==> src/rtl/mlf_fifo.sv <==
// Small synchronous queue used between the front and back and on the result side.
module mlf_fifo #(
    parameter type T     = logic,
    parameter int  DEPTH = 2
) (
    input  logic i_clk,
    input  logic i_rst_n,
    input  logic i_push,
    input  T     i_data,
    output logic o_full,
    input  logic i_pop,
    output T     o_data,
    output logic o_empty
);
    localparam int PTR_W = (DEPTH > 1) ? $clog2(DEPTH) : 1;

    T                 r_buf [DEPTH];
    logic [PTR_W-1:0] r_wr_ptr, n_wr_ptr;
    logic [PTR_W-1:0] r_rd_ptr, n_rd_ptr;
    logic [PTR_W:0]   r_count, n_count;
    logic             do_push;
    logic             do_pop;

    assign o_full  = (r_count == (PTR_W+1)'(DEPTH));
    assign o_empty = (r_count == '0);
    assign do_push = i_push && !o_full;
    assign do_pop  = i_pop && !o_empty;
    assign o_data  = r_buf[r_rd_ptr];

    always_comb begin
        n_wr_ptr = do_push ? PTR_W'(r_wr_ptr + 1'b1) : r_wr_ptr;
        n_rd_ptr = do_pop ? PTR_W'(r_rd_ptr + 1'b1) : r_rd_ptr;
        n_count  = r_count;
        if (do_push && !do_pop) begin
            n_count = r_count + 1'b1;
        end else if (do_pop && !do_push) begin
            n_count = r_count - 1'b1;
        end
    end

    always_ff @(posedge i_clk) begin
        if (!i_rst_n) begin
            r_wr_ptr <= '0;
            r_rd_ptr <= '0;
            r_count  <= '0;
        end else begin
            r_wr_ptr <= n_wr_ptr;
            r_rd_ptr <= n_rd_ptr;
            r_count  <= n_count;
        end
    end

    always_ff @(posedge i_clk) begin
        if (do_push) begin
            r_buf[r_wr_ptr] <= i_data;
        end
    end

endmodule

==> config.mk <==
export PLATFORM = sky130hd
export DESIGN_NAME = mlf_fifo
export DESIGN_NICKNAME = d
export VERILOG_FILES = /design/src/rtl/mlf_fifo.sv
export SDC_FILE = /design/constraint.sdc
export NUM_CORES = 1
export LEC_CHECK = 0
export BUFFER_PORTS_ARGS = -buffer_cell sky130_fd_sc_hd__buf_2
export CORE_AREA = 2 2 39 41
export DETAILED_ROUTE_END_ITERATION = 8
export DIE_AREA = 0 0 41 43
export GPL_ROUTABILITY_DRIVEN = 0
export PLACE_DENSITY_LB_ADDON = 0.05
export SYNTH_ARGS = -nofsm -noshare
export SYNTH_HDL_FRONTEND = slang
export SYNTH_SLANG_ARGS = --single-unit
export TNS_END_PERCENT = 5
==> constraint.sdc <==
create_clock -name i_clk -period 2.4 [get_ports i_clk]
set_input_delay 0.48 -clock i_clk [delete_from_list [all_inputs] [get_ports i_clk]]
set_output_delay 0.48 -clock i_clk [all_outputs]
set_load 0.05 [all_outputs]
# Word-level counts from Yosys, hierarchy flattened
# Memories as Yosys holds them, arrays and structs flattened. A register that Yosys moved wholly into a read port is not among the register bits.
# Cells that the tools add are included.
[totals]
reg_bits = 4
ram_bits = 2
inputBits = 5
output_inout_bits = 3
word_cells = 25
mem_count = 1
[classes]
n_addsub = 4
eq_ne = 1
mux = 6
n_reduce_logical = 10
[memory_table]
columns = ["name", "words", "width", "rd", "rd_ports_with_merged_regs", "write_ports", "line_no", "text"]
rows = [
  ["r_buf", 2, 1, 1, 1, 1, "17", "T r_buf [DEPTH];"],
]
[op_table]
columns = ["op", "count"]
rows = [
  ["logical AND 1 bit", 4],
  ["zero test 1 bit", 4],
  ["2-to-1 mux 1 bit", 4],
  ["2-to-1 mux 2 bit", 2],
  ["adder 1 bit, second input constant", 2],
  ["adder 2 x 1 -> 2 bit, second input constant", 1],
  ["== test 2 bit, second input constant", 1],
  ["zero test 2 bit", 1],
  ["nonzero test 2 bit", 1],
  ["subtractor 2 x 1 -> 2 bit, second input constant", 1],
]

# Longest topological paths before layout
# Gate-level depths: netlist of run 1.
[depth]
depth_word = 7
ltp_mapped = 7
ltp_nobuf = 7

# Least setup slack after synthesis of run 1
# No wires, ideal clock.
[synth_timing]
path_kind = "register to register"
from = "reg r_count[0]"
to = "reg r_count[1]"
setup_time_ps = 70
arrival_ps = 1579
required_time_ps = 2330
path_slack_ps = 751
path_stages_with_launch = 7
path_buffers = 0
period_less_slack_ps = 1649
path_cell_list = "dfxtp_1 nand2b_1 inv_2 nor2_1 ha_1 or3_1 a21boi_1"
[synth_via]
elab_chain_len = 6
elab_cells_between_ends = 15
classes_between = "add/sub (2); eq/ne (1); mux (2); reduce/logical (10)"
[synth_lines]
columns = ["element", "line_no", "text"]
rows = [
  ["start, declared", "20", "logic [PTR_W:0] r_count, n_count;"],
  ["start signal, assigned", "49", "r_count <= n_count;"],
  ["== test 2 bit *", "24", "assign o_full = (r_count == (PTR_W+1)'(DEPTH));"],
  ["net o_full", "10", "output logic o_full,"],
  ["zero test 1 bit *", "26", "assign do_push = i_push && !o_full;"],
  ["logical AND 1 bit *", "26", ""],
  ["net do_push", "21", "logic do_push;"],
  ["zero test 1 bit", "36", "end else if (do_pop && !do_push) begin"],
  ["logical AND 1 bit", "36", ""],
  ["nonzero test 2 bit (no line)", "n/a", ""],
]
# The timed path passes the listed nets; every way through them passes the cells marked *. The select of a mux whose other input is x is not followed.
# A chain may end at the register's enable or synchronous reset.

# Final worst setup path of run 1
[layout_timing]
from = "reg r_count[0]"
to = "out o_full"
[layout_via]
elab_chain_len = 1
[layout_lines]
columns = ["element", "line_no"]
rows = [
  ["== test 2 bit", "24"],
  ["end, declared", "10"],
]
# No other way between the ends.

==> reports/qor.yml, run 1 <==
cts:
  cts_tree: "done"
  post_cts_buffers: 0
  hold_buffers: 0
  ctsLongestPathBuffers: 2
  cts_htree_levels: 1
  clock_sinks: 7
  cts_resized: 0
  clock_latency_ns: 0.25
  cts_buffers: 3
  path_clk_slew_ns: 0.05
  cts-root-buf: "clkbuf_4"
floorplan:
  core_um2: 1380
  start_util: 0.221
  die_h_um: 43
  dieArea_um2: 1760
  die_width_um: 41
  rows: 14
  num_io_pins: 8
route:
  avgViaCountPerCell: 4.09
  via_count: 225
  routed_wirelength_um: 493
  ant_nets: 0
  drt_iter0_markers: 3
  drc_errors: 0
  wire_per_inst_um: 8.96
  drtPass1Iterations: 2
power_and_ir_drop:
  power.internal_mw: 0.311
  total_power_mw: 0.533
  peakVddDrop_v: 0.000499
  switching_power_mw: 0.222
  p_comb_frac: 0.459
  swShare: 0.416
  cellPowerDensity_nw_per_um2: 1380
  p_clk_frac: 0.195
  leakage_nw: 0.168
  p_seq_frac: 0.346
synthesis:
  synth_compound_area_frac: 0.107
  synthTopCellsByArea: "dfxtp_1 (33%), edfxtp_1 (20%), and2_1 (6.1%)"
  ys_seq_area_frac: 0.525
  synthAdderAreaFrac: 0.0410
  syn_area_um2: 305
  synthSimpleGateAreaFrac: 0.180
  synth_top_family_by_area: "simple AND/OR/NAND/NOR gates"
  syn_area_per_cell_um2: 10.9
  ys_seq_elements: 7
  synth_top_cell_area_share: 0.328
  ys_types: 19
  synthMuxAreaShare: 0.0369
  yosys_warnings: 0
  yosysTopAreaCell: "dfxtp_1"
  syn_nets: 34
  synth-xor-area-share: 0.0861
  synthCells: 28
final_layout:
  layout-area-overhead-vs-synth_pct: 26.6
  layout_common_cells: "buf_2 (7), dfxtp_1 (5), and2_1 (3), clkbuf_4 (3)"
  fin_nets: 46
  insertedDiodeCount: 0
  fillers: 150
  instances_no_fill: 55
  final_area_um2: 387
  final_common_cell: "buf_2"
  final_core_util: 0.279
  drive_gt1_frac: 0.333
timing:
  fin_setup_tns_ns: 0
  period_minus_slack_ns: 1.61
  worst_slew_pin_slew_ns: 0.253
  final_max_slew_viol_count: 0
  slew_headroom: 0.830
  finalClockSkew_ns: 0.00118
  timing.fmax_mhz: 620
  setup_viol: 0
  layout_worst_path_cycle_share: 0.672
  hold_violations: 0
  rsz0062_at_grt: "false"
critical_path:
  critical_path.endpoint_type: "output port"
  reg2reg_from: "r_count[0]"
  arrival_ns: 1.13
  reg2reg_slack_ns: 0.84
  critPathKind: "reg -> out"
  endpoint: "o_full"
  worstSetupStartpoint: "r_count[0]"
  r2r.worst_path.cells: 6
  reg2reg_to: "r_count[1]"
  startpoint_type: "register"
  required_ns: 1.92
  crit_fanout: 5
grt:
  grt_max_degree: 6
  grt_pass1_wl_um: 931
  grt_pass1_vias: 235
  overflow: 0
  grt_usage: 0.0905
  antenna_found_initial: 0
status:
  status: "finished clean"
worst_hold_path:
  hold_class: "in -> reg"
placed_design:
  io_buffers: 7
  dpl_cell_area_um2: 360
  dp_hpwl_um: 404
  place_inst: 51
run:
  drv_cap: 0
==> worst min-delay path by stage <==
stage | from | to | slack (ns) | cells after the start
floorplan | r_count[1] | r_count[1] | 0.48 | 2
global placement | r_count[1] | r_count[1] | 0.51 | 2
detailed placement | r_count[1] | r_count[1] | 0.51 | 2
CTS | i_data | r_buf[1] | 0.41 | 1
global route | i_data | r_buf[1] | 0.39 | 1
finish | i_data | r_buf[1] | 0.42 | 1
==> layer usage <==
layer / track usage / wire (µm) / share of wire
met4: 0.0600 / 0 / 0
met2: 0.122 / 258 / 0.52
met5: 0 / 0 / 0
met3: 0.0942 / 35 / 0.071
met1: 0.0777 / 198 / 0.40
==> critical path, stage by stage (launching register included) <==
cell and delay (ns):
dfxtp_1 0.35, nand2b_1 0.20, inv_2 0.08, buf_2 0.26
==> per-stage QoR <==
step / hold WS [ns] / worst slack [ns]
2_1_floorplan: 0.483 / 0.751
3_3_place_gp: 0.508 / 0.806
3_5_place_dp: 0.515 / 0.788
4_1_cts: 0.410 / 0.762
5_1_grt: 0.394 / 0.686
6_report: 0.420 / 0.787
==> synth_stat cells <==
cell,count
dfxtp_1,5
and2_1,3
edfxtp_1,2
nor2_1,2
xnor2_1,2
a21boi_0,1
a21boi_1,1
and3_1,1
ha_1,1
inv_1,1
inv_2,1
mux2_2,1
nand2b_1,1
nor3_2,1
o21a_1,1
o21ai_0,1
o21ai_1,1
or3_1,1
xor2_1,1
==> power groups by stage <==
stage | Sequential, mW | Clock (mW) | Combinational (mW)
floorplan | 0.181 | 0 | 0.203
global placement | 0.186 | 0 | 0.244
detailed placement | 0.187 | 0 | 0.248
CTS | 0.184 | 0.111 | 0.250
global route | 0.188 | 0.127 | 0.274
finish | 0.185 | 0.104 | 0.245
==> final cells by class <==
class | instances | area [µm²] | share of cell area
Timing Repair Buffer | 7 | 35.0 | 0.0906
Multi-Input combinational cell | 19 | 138 | 0.356
Inverter | 2 | 7.51 | 0.0194
Tap cell | 16 | 20.0 | 0.0518
Sequential cell | 7 | 160 | 0.414
Clock buffer | 4 | 26.3 | 0.0680
==> cell families after synthesis <==
kind of cell               Yosys count
AOI/OAI and AO/OA                    5
xor gates and xnor gates             3
adders and majority gates            1
buffers and inverters                2
DFF                                  7
muxes                                1
and+or+nand+nor                      9
No activity file was read; power rests on OpenSTA's default activity.
==> run 2, diff against run 1 <==
Clock period 2.4 ns to 1.69 ns, I/O delays scaled along.
==> run 2 against run 1 <==
Effect of this change:
- global-route usage is 0.10 points lower
- worst setup slack got worse by 0.65 ns
- design area is 0.32% higher
- routed wire length increased by 12%
- via count decreased by 1.8%
- power rose by 42%
- utilization grew 0.090 points
- register-to-register slack lost 0.70 ns
==> reports/qor.yml, run 2 (synthesis gave the netlist of run 1 again) <==
worst_hold_path:
  hp-start: "i_data"
  hold_path_depth: 1
  hold_class: "in -> reg"
  hold_end: "r_buf[0]"
power_and_ir_drop:
  cellPowerDensity_nw_per_um2: 1960
  switching_power_mw: 0.315
  power.internal_mw: 0.445
  leakage_nw: 0.168
  peakVddDrop_v: 0.000503
  p_comb_frac: 0.456
  p_clk_frac: 0.196
  total_power_mw: 0.759
  swShare: 0.414
  p_seq_frac: 0.348
cts:
  cts_htree_levels: 1
  cts_tree: "done"
  cts_buffers: 3
  path_clk_slew_ns: 0.05
  clock_sinks: 7
  clock_latency_ns: 0.25
  cts-root-buf: "clkbuf_4"
  hold_buffers: 0
  ctsLongestPathBuffers: 2
timing:
  rsz0062_at_grt: "false"
  slew_headroom: 0.837
  hold_violations: 0
  setup_viol: 0
  layout_worst_path_cycle_share: 0.919
  finalClockSkew_ns: 0.00538
  fin_setup_tns_ns: 0
  period_minus_slack_ns: 1.55
  worst_slew_pin_slew_ns: 0.246
  final_max_slew_viol_count: 0
  timing.fmax_mhz: 644
critical_path:
  critical_path.endpoint_type: "register"
  arrival_ns: 1.73
  reg2reg_to: "r_count[1]"
  critPathKind: "reg -> reg"
  required_ns: 1.87
  reg2reg_from: "r_count[0]"
  crit_fanout: 5
  r2r.worst_path.cells: 6
  reg2reg_slack_ns: 0.14
  worstSetupStartpoint: "r_count[0]"
  startpoint_type: "register"
route:
  wire_per_inst_um: 10.1
  routed_wirelength_um: 554
  avgViaCountPerCell: 4.02
  drtPass1Iterations: 2
  ant_nets: 0
  drc_errors: 0
  drt_iter0_markers: 2
  via_count: 221
run:
  drv_cap: 0
final_layout:
  fillers: 146
  final_common_cell: "buf_2"
  layout_common_cells: "buf_2 (7), dfxtp_1 (4), and2_1 (3), clkbuf_4 (3)"
  layout-area-overhead-vs-synth_pct: 27.0
  fin_nets: 46
  drive_gt1_frac: 0.359
  insertedDiodeCount: 0
floorplan:
  die_width_um: 41
  dieArea_um2: 1760
  core_um2: 1380
  rows: 14
  start_util: 0.221
  die_h_um: 43
  num_io_pins: 8
grt:
  overflow: 0
  grt_pass1_wl_um: 876
  grt_max_degree: 6
  antenna_found_initial: 0
  grt_usage: 0.0895
  grt_pass1_vias: 216
placed_design:
  io_buffers: 7
status:
  status: "finished clean"
==> run 2: repair_timing <==
item                                    CTS  global route
buffers inserted                          0             0
resized for setup                         0             1
endpoints found under the setup margin    0             1
==> run 2: worst max-delay path, stage by stage, from the launching register on <==
cell and delay (ns):
dfxtp_2 0.34, nand2b_1 0.18, inv_2 0.09, nor2_1 0.05, ha_1 0.32, or3_1 0.36
a21boi_1 0.14
==> run 2: metrics by stage <==
| step | hold WS, ns | instance area (µm²) | worst slack (ns) | utilization | cells |
|---|---|---|---|---|---|
| after global placement | 0.499 | 360 | 0.138 | 0.260 | 51 |
| after global routing | 0.264 | 388 | 0.0504 | 0.280 | 55 |
| final | 0.284 | 388 | 0.136 | 0.280 | 55 |
| after CTS | 0.277 | 387 | 0.0727 | 0.279 | 55 |
| after floorplan | 0.437 | 305 | 0.0411 | - | 28 |
| after detailed placement | 0.525 | 360 | 0.0839 | 0.260 | 51 |
==> run 2: power by group through the flow <==
| stage | Combinational, mW | Clock (mW) | Sequential [mW] |
|---|---|---|---|
| global placement | 0.342 | 0 | 0.263 |
| floorplan | 0.289 | 0 | 0.257 |
| finish | 0.346 | 0.149 | 0.264 |
| global route | 0.377 | 0.178 | 0.272 |
| CTS | 0.352 | 0.158 | 0.263 |
| detailed placement | 0.351 | 0 | 0.267 |
==> run 2: cell type report <==
type / count / area [µm²] / share of cell area
clock buffers: 4 / 26.3 / 0.0677
inverters: 2 / 7.51 / 0.0194
multi-input cells: 19 / 138 / 0.355
flip-flops and latches: 7 / 161 / 0.416
well taps: 16 / 20.0 / 0.0516
repair buffers: 7 / 35.0 / 0.0903
==> run 2: metal layers <==
layer	routed length [µm]	global-route usage	up-vias
met5	0	0	-
met4	12	0.0600	0
met3	34	0.0942	2
met2	303	0.131	5
met1	203	0.0647	97
li1	-	-	117
==> run 2: worst max-delay path by stage <==
| stage | to | slack (ns) | cells after the start |
|---|---|---|---|
| 6_report | r_count[1] | 0.14 | 6 |
| 5_1_grt | r_count[1] | 0.05 | 6 |
| 4_1_cts | r_count[1] | 0.07 | 6 |
| 3_5_place_dp | r_count[1] | 0.08 | 6 |
| 3_3_place_gp | r_count[1] | 0.14 | 6 |
| 2_1_floorplan | r_count[1] | 0.04 | 6 |
