`config.mk`:
```
export PLATFORM = sky130hd
export DESIGN_NAME = mlf_front
export DESIGN_NICKNAME = d
export VERILOG_FILES = /design/src/rtl/mlf_pkg.sv /design/src/rtl/mlf_front.sv
export SDC_FILE = /design/constraint.sdc
export NUM_CORES = 1
export LEC_CHECK = 0
export BUFFER_PORTS_ARGS = -buffer_cell sky130_fd_sc_hd__buf_4
export CAP_MARGIN = 20
export CORE_AREA = 2 2 78 80
export DETAILED_ROUTE_END_ITERATION = 16
export DIE_AREA = 0 0 80 82
export PLACE_DENSITY_LB_ADDON = 0.05
export RECOVER_POWER = 50
export SLEW_MARGIN = 20
export SYNTH_ARGS = -nofsm -noshare
export SYNTH_HDL_FRONTEND = slang
export SYNTH_SLANG_ARGS = --single-unit
```
`constraint.sdc`:
```
create_clock -name vclk -period 10.7
set_input_delay 2.14 -clock vclk [all_inputs]
set_output_delay 2.14 -clock vclk [all_outputs]
set_load 0.05 [all_outputs]
```
`src/rtl/mlf_pkg.sv`:
```
// Shared types, codes and helpers for the memory LCD frame line formatter.
package mlf_pkg;

    localparam int DEF_PANEL_COLUMNS = 128;
    localparam int DEF_PANEL_ROWS    = 128;

    // Coordinate widths cover the largest panel the block supports.
    localparam int COORD_COL_W = 10;
    localparam int COORD_ROW_W = 8;

    localparam int CMD_FIFO_DEPTH = 2;
    localparam int OUT_FIFO_DEPTH = 2;

    localparam logic [1:0] REQ_PIXEL   = 2'd0;
    localparam logic [1:0] REQ_RECT    = 2'd1;
    localparam logic [1:0] REQ_REFRESH = 2'd2;
    localparam logic [1:0] REQ_CLEAR   = 2'd3;

    localparam logic [1:0] OP_FILL    = 2'd0;
    localparam logic [1:0] OP_REFRESH = 2'd1;
    localparam logic [1:0] OP_CLEAR   = 2'd2;

    localparam logic [7:0] LINE_CMD_BYTE  = 8'h01;
    localparam logic [7:0] CLEAR_CMD_BYTE = 8'h04;
    localparam logic [7:0] TRAILER_BYTE   = 8'h00;

    typedef struct packed {
        logic [1:0] req_type;
        logic [6:0] x;
        logic [6:0] y;
        logic [7:0] rect_width;
        logic [7:0] rect_height;
        logic       color;
        logic [6:0] refresh_row;
    } t_req;

    typedef struct packed {
        logic [7:0] out_byte;
        logic       last;
    } t_rsp;

    // Classified command: a pixel is a one by one fill, column and row ends exclusive.
    typedef struct packed {
        logic [1:0]             op;
        logic [COORD_COL_W-1:0] col_lo;
        logic [COORD_COL_W-1:0] col_hi;
        logic [COORD_ROW_W-1:0] row_lo;
        logic [COORD_ROW_W-1:0] row_hi;
        logic                   color;
    } t_cmd;

    function automatic logic [7:0] bit_reverse(input logic [7:0] v);
        logic [7:0] b;
        b = ((v & 8'hF0) >> 4) | ((v & 8'h0F) << 4);
        b = ((b & 8'hCC) >> 2) | ((b & 8'h33) << 2);
        b = ((b & 8'hAA) >> 1) | ((b & 8'h55) << 1);
        return b;
    endfunction

endpackage

```
`src/rtl/mlf_front.sv`:
```
// Front end: decodes a request, clips it to the panel and drops requests that do nothing.
module mlf_front #(
    parameter int EFF_COLS = mlf_pkg::DEF_PANEL_COLUMNS,
    parameter int ROWS     = mlf_pkg::DEF_PANEL_ROWS
) (
    input  mlf_pkg::t_req i_req,
    output logic          o_keep,
    output mlf_pkg::t_cmd o_cmd
);
    import mlf_pkg::*;

    logic [8:0] col_sum;
    logic [8:0] row_sum;

    always_comb begin
        o_cmd        = '0;
        o_keep       = 1'b0;
        o_cmd.color  = i_req.color;
        o_cmd.col_lo = COORD_COL_W'(i_req.x);
        o_cmd.row_lo = COORD_ROW_W'(i_req.y);
        col_sum      = 9'({2'b00, i_req.x}) + 9'd1;
        row_sum      = 9'({2'b00, i_req.y}) + 9'd1;
        if (i_req.req_type == REQ_RECT) begin
            col_sum = 9'({2'b00, i_req.x}) + 9'({1'b0, i_req.rect_width});
            row_sum = 9'({2'b00, i_req.y}) + 9'({1'b0, i_req.rect_height});
        end
        o_cmd.col_hi = (COORD_COL_W'(col_sum) > COORD_COL_W'(EFF_COLS)) ?
                       COORD_COL_W'(EFF_COLS) : COORD_COL_W'(col_sum);
        o_cmd.row_hi = (row_sum > 9'(ROWS)) ? COORD_ROW_W'(ROWS) : COORD_ROW_W'(row_sum);
        unique case (i_req.req_type)
            REQ_PIXEL, REQ_RECT: begin
                o_cmd.op = OP_FILL;
                o_keep   = (o_cmd.col_hi > o_cmd.col_lo) && (o_cmd.row_hi > o_cmd.row_lo);
            end
            REQ_REFRESH: begin
                o_cmd.op     = OP_REFRESH;
                o_cmd.row_lo = COORD_ROW_W'(i_req.refresh_row);
                o_keep       = (COORD_ROW_W'(i_req.refresh_row) < COORD_ROW_W'(ROWS));
            end
            default: begin
                o_cmd.op = OP_CLEAR;
                o_keep   = 1'b1;
            end
        endcase
    end

endmodule

```
* Word-level counts from Yosys, hierarchy flattened
Index checks and enable logic that the tools add are counted.
Cells by class: add/subtract/negate cells 4, $lt $le $gt $ge 4, equality and inequality tests 2, multiplexer cells 7, reductions and logical operators 3
Operator list (count):
- $mux W9 | 3
- $add A7 B8 Y9 | 2
- $gt A9 B8 Y1 const B | 2
- $add A7 B1 Y8 const B | 2
- $gt A9 B7 Y1 | 1
- $gt A8 B7 Y1 | 1
- $mux W8 | 1
- $mux W7 | 1
- $pmux W2 S2 | 1
- $eq A2 B1 Y1 const B | 1
- $eq A2 B2 Y1 const B | 1
- $logic_not A2 Y1 | 1
- $reduce_or A2 Y1 | 1
- $logic_and A1 B1 Y1 | 1
- $mux W1 | 1
Word-level totals: bits in registers 0, input bits 40, output and inout port bits 40, logic and storage cells 20

* Longest topological paths before layout
Gate-level depths: netlist (run 1).
word-level depth 7, mapped depth 16, depth with buffers taken out 16

* Least setup slack after synthesis (run 1)
OpenSTA, ideal clock, no wires.
path type input to output, start point in i_req[18] (netlist bit), end point out o_keep, data arrival time 6.442 ns, required time 8.560 ns, path slack 2.118 ns, cell stages on the path 13, path buffers 0, cell sequence ha_1 -> nor2b_1 -> o31a_1 -> a21oi_1 -> o21a_1 -> nand2_1 -> a211oi_1 -> ha_1 -> a21o_1 -> a22o_1 -> nor4_1 -> o21bai_1 -> o32a_1
RTL lines:
- from (decl) | RTL line mlf_front.sv:6 | input mlf_pkg::t_req i_req,
- to (decl) | RTL line mlf_front.sv:7 | output logic o_keep,

* Worst setup path after layout (run 1)
start point in i_req[24] (netlist bit), end point out o_keep
On the way: cells in the longest elaborated chain, start to end 7, elaborated cells between the ends (all ways) 8, those cells by class 2 x add/sub; 2 x order compare; 3 x mux; 1 x reduce/logical
Ends and longest elaborated chain:
- $add A7 B8 Y9 or $add A7 B1 Y8 (tied branches) | RTL line mlf_front.sv:25, mlf_front.sv:22
- $mux W9 | RTL line mlf_front.sv:23 | if (i_req.req_type == REQ_RECT) begin
- $gt A9 B8 Y1 | RTL line mlf_front.sv:29 | o_cmd.row_hi = (row_sum > 9'(ROWS)) ? COORD_ROW_W'(ROWS) : COORD_ROW_W'(row_sum);
- $mux W8 | RTL line mlf_front.sv:29
- $gt A8 B7 Y1 * | RTL line mlf_front.sv:33 | o_keep = (o_cmd.col_hi > o_cmd.col_lo) && (o_cmd.row_hi > o_cmd.row_lo);
- $logic_and A1 B1 Y1 * | RTL line mlf_front.sv:33
- $mux W1 * | RTL line mlf_front.sv:30 | unique case (i_req.req_type)
Every way passes the cells marked *; elsewhere a longest branch is shown, timed or not.

==> impl_results.md, run 1 <==
* Avg WL per Cell at 13.4 um
* DRT antenna net count at 0
* HPWL Detailed at 4270 um
* GRT Overall Usage at 14.6%
* Leakage power at 1.05 nW
* Combinational group share of total power at 100.0%
* Fmax at 128 MHz
* Placement Cell Area at 0.00218 mm^2
* Fin crit period at 7.82 ns
* DR pass1 iterations at 4
* Ant diodes at 0
* Post_cts resized at 0
* Max-cap violations at 0
* Share of the synthesized area in the top cell type at 22.7%
* Layout cells sized above 1 at 21.1%
* Synth warn at 0
* Worst slew margin at 45.7%
* Worst-Margin Slew at 0.813 ns
* Drt total wl at 5020 um
* Num rows at 28
* Worst hold slack at 4.28 ns
* Port-buffer cells at 72
* Hold Path Cell Cnt at 0
* CP Capture Type: output pin
* Post-synthesis sequential area ratio at 0%
* Fin worst setup slack at 2.88 ns
* CP arrival at 5.68 ns
* Die width at 80 um
* Synthesized area per cell at 6.87 um^2
* First-pass GRT wire length at 7880 um
* Post-CTS Setup Bufs at 0
* Worst hold path class: in2out
* Most frequent cell after synthesis: ha_1
* Area of the core at 0.00575 mm^2
* Die height at 82 um
* Total gr overflow at 0
* Finished Core Util at 36.9%
* Placed cells at 374
* Mapped Cells at 241
* Hold Crit Start: i_req[7]
* Final #Nets at 373
* Post-synth top cells: 30 x ha_1, 21 x nor2_1, 20 x inv_1
* Synth top area cells: ha_1 23%, buf_4 6.3%, xnor2_1 5.3%
* Largest net degree at the start of global routing at 23
* I/O pins at 80
* Seq cells at 0
* Via density per instance at 4.96
* Clkbuf count at 0
* CTS Hold Bufs at 0
* Reg power frac at 0%
* Status: complete, no violations
* # DRC at 0
* RSZ-0062 raised after global routing: no
* Vias in the first global route at 1604
* GP Congestion at 0.775
* Peak VDD IR at 0.0000324 V
* Sequential cell area at 0 um^2
* Endpoints failing hold at 0
* Total power at 175 uW
* Final Non-Filler Cells at 374
* Hold endpoint: o_cmd[0]
* Internal Power at 60.1 uW
* Fillers at 690
* Crit path max fanout at 10
* Endpoints failing setup at 0
* Fin area at 0.00212 mm^2
* Antenna violations before repair at 0
* P_sw at 115 uW
* Die area at 0.00656 mm^2
* PwrDens at 82.5 mW/mm^2
* Yosys top cell by area: ha_1
* Final period util at 73.1%
* P&R area growth vs syn at 28.0%
* Max Transition Viols Final at 0
* Initial core utilization at 28.8%
* Via Count at 1854
* Post-synthesis instance area at 0.00166 mm^2
* Worst endpoint required time at 8.56 ns
* Crit. Startpoint: i_req[24]
* Sw Ratio at 65.6%
* Drt initial violations at 53
* Synth cell types at 51
* Post-route setup TNS at 0 ns
* CP Class: in2out
* Startpoint types: input port
* Clock power frac at 0%
* Place WS at 2.84 ns
[power by group through the flow]
stage	sequential, mW	combinational (mW)	clock (mW)
after global placement	0	0.180	0
after detailed placement	0	0.178	0
final	0	0.175	0
after global routing	0	0.191	0
after floorplan	0	0.130	0
after CTS	0	0.179	0
[cells in the final DEF (no fill, tap or decap), drive strengths merged, types with 3 or more instances in the layout]
master  synthesis  final
inv            20     20
nor2b           5      5
nand4           4      4
xor2            6      6
a21o            9      9
o22ai           3      3
o211ai          3      3
nand2          19     19
o21a            4      4
or2             3      3
clkbuf          2     16
and3            3      3
conb            1      6
o21ai          13     13
a211oi          3      3
nand3          16     16
buf            18     57
xnor2          10     10
a21oi          16     16
ha             30     30
nor2           21     21
[layout make-up]
cell class / count / area (um^2) / share of cell area, %
Inverter: 20 / 75.1 / 3.54
Timing Repair Buffer: 73 / 488 / 23.0
Multi-Input combinational cell: 206 / 1460 / 69.0
Tap cell: 75 / 93.8 / 4.43
[how the worst max path moves through the flow]
stage	depth (start not counted)	to	slack, ns
floorplan	13	o_keep	2.12
global placement	15	o_keep	2.84
detailed placement	15	o_keep	2.84
CTS	15	o_keep	2.84
global route	15	o_keep	2.61
finish	15	o_keep	2.88
[kinds of logic (layout without fill, tap and decap cells)]
family	Yosys count	after routing	share of synthesized area (%)
XOR/XNOR	16	16	8.47
AND/OR/NAND/NOR	85	85	25.7
adder cells (fa/ha/maj)	32	32	25.1
multiplexers	3	3	1.89
AO/OA/AOI/OAI	64	64	25.9
buffers and inverters	40	93	12.8
other	1	6	0.227
[layer usage]
metal,global-route usage [%],part of all wire [%],up-vias
met4,0,0,0
met2,23.1,43,44
met3,0.440,3.9,0
met1,23.0,53,839
met5,0,0,-
li1,-,-,971
[worst max-delay path, stage by stage]
cell and delay (ns):
buf_4 0.14, ha_1 0.19, inv_1 0.07, fa_1 0.22, inv_1 0.05, a21oi_1 0.18
o21a_1 0.20, o21ai_1 0.08, or4_4 0.62, a211oi_1 0.33, ha_1 0.34, a2111oi_0 0.47
a21oi_1 0.14, o32a_1 0.31, buf_4 0.19
No activity file was read; power rests on OpenSTA's default activity.
==> inputs of run 2 (changes only) <==
Clock period 10.7 ns to 6.6 ns, I/O delays scaled along.
==> run 2 against run 1 <==
Against the previous run:
- worst hold slack worse by 1.6 ns
- combinational power is 63% higher
- sequential cell count stayed put
- final cell count is 0.53% higher
- largest power group unchanged
==> impl_results.md, run 2 (synthesis results as in run 1) <==
* CP delay by family, top: compound AO/OA/AOI/OAI gates
* P_sw at 186 uW
* Sw Ratio at 65.1%
* Fin crit period at 6.21 ns
* Drt initial violations at 50
* I/O pins at 80
* Avg WL per Cell at 13.4 um
* Post-route setup TNS at 0 ns
* Vias in the first global route at 1634
* Port-buffer cells at 72
* Total power at 286 uW
* Worst hold path class: in2out
* GRT Overall Usage at 14.5%
* Area of the core at 0.00575 mm^2
* Final #Nets at 375
* Hold endpoint: o_cmd[0]
* Max stage delay on crit path at 0.43 ns
* HPWL Detailed at 4330 um
* Worst endpoint required time at 5.28 ns
* Status: complete, no violations
* First-pass GRT wire length at 7850 um
* Commonest cells after routing, fill and taps aside: 59 x buf_4, 30 x ha_1, 21 x nor2_1
* Post-CTS Setup Bufs at 0
* Clock power frac at 0%
* Num rows at 28
* Die area at 0.00656 mm^2
* Peak VDD IR at 0.0000442 V
* DR pass1 iterations at 4
* Fmax at 161 MHz
* Via density per instance at 4.83
* Seq cells at 0
* PwrDens at 132 mW/mm^2
* # DRC at 0
* DRT antenna net count at 0
* Largest net degree at the start of global routing at 16
* Antenna violations before repair at 0
* Endpoints failing setup at 0
* CP Class: in2out
* Max Transition Viols Final at 0
* Die height at 82 um
* Endpoints failing hold at 0
* Worst slew margin at 55.9%
* CP arrival at 4.89 ns
* Fin area at 0.00216 mm^2
* Fillers at 679
* Critical-path top delay cell: o41ai_1
* Worst-Margin Slew at 0.661 ns
* Clkbuf count at 0
* Leakage power at 1.07 nW
* Startpoint types: input port
* Combinational group share of total power at 100.0%
* Multi-input gate area at 0.00149 mm^2
* CP Capture Type: output pin
* Layout cells sized above 1 at 23.3%
* Initial core utilization at 28.8%
* Most common cell after layout, fill and taps aside: buf_4
* Placement Cell Area at 0.00222 mm^2
* Hold Crit Start: i_req[7]
* CTS Hold Bufs at 0
* Drt total wl at 5040 um
* Ant diodes at 0
* Max-cap violations at 0
* Hold Path Cell Cnt at 0
* Final period util at 94.1%
* Worst hold slack at 2.64 ns
* Reg power frac at 0%
* CP Cell Sequence: buf_4, ha_1, inv_1, fa_1, nor2b_1, o31a_1, xor2_1, o41ai_1, a41oi_1, nor2_1, ha_1, a21o_1, a22o_1, nor4_1, o21bai_1, o32a_1, buf_4
* Sequential cell area at 0 um^2
* Via Count at 1817
* CP bufs+invs at 3
* Die width at 80 um
* P&R area growth vs syn at 30.4%
* Finished Core Util at 37.6%
* RSZ-0062 raised after global routing: no
* Total gr overflow at 0
* Internal Power at 99.9 uW
* GP Congestion at 0.793
* Post_cts resized at 0
* Crit path max fanout at 7
[run 2: changes by cell type in the layout (fill, tap and decap cells not counted)]
cell / change
a211oi_1: -3
a211oi_2: +3
a311oi_1: -1
a311oi_2: +1
buf_4: +2
nor2b_1: -1
nor2b_2: +1
[run 2: power by group through the flow]
stage | sequential, mW | combinational [mW] | clock [mW]
final | 0 | 0.286 | 0
after global routing | 0 | 0.312 | 0
after CTS | 0 | 0.294 | 0
after detailed placement | 0 | 0.293 | 0
after global placement | 0 | 0.295 | 0
after floorplan | 0 | 0.213 | 0
[run 2: how the worst max path moves through the flow]
stage | slack (ns) | cells past startpoint | endpoint | startpoint
after floorplan | 0.22 | 13 | o_keep | i_req[18]
after global placement | 0.36 | 17 | o_keep | i_req[31]
after detailed placement | 0.42 | 17 | o_keep | i_req[31]
after CTS | 0.41 | 17 | o_keep | i_req[31]
after global routing | 0.13 | 17 | o_keep | i_req[31]
final | 0.39 | 17 | o_keep | i_req[31]
[run 2: metrics by stage]
step / worst slack (ns) / std cells
4_1_cts: 0.408 / 376
2_1_floorplan: 0.216 / 246
6_report: 0.392 / 376
3_3_place_gp: 0.355 / 376
3_5_place_dp: 0.420 / 376
5_1_grt: 0.132 / 376
[run 2: final cells by class]
| class | instances | share of cell area (%) |
|---|---|---|
| multi-input cells | 206 | 68.9 |
| inverters | 20 | 3.48 |
| well taps | 75 | 4.35 |
| repair buffers | 75 | 23.3 |
[run 2: routing by layer]
metal  vias to the layer above  part of all wire, %  global-route usage, %
li1                        970                    -                      -
met1                       794                   52                   22.7
met2                        53                   42                   22.6
met3                         0                  6.4                   1.21
met4                         0                    0                  0.169
met5                         -                    0                      0
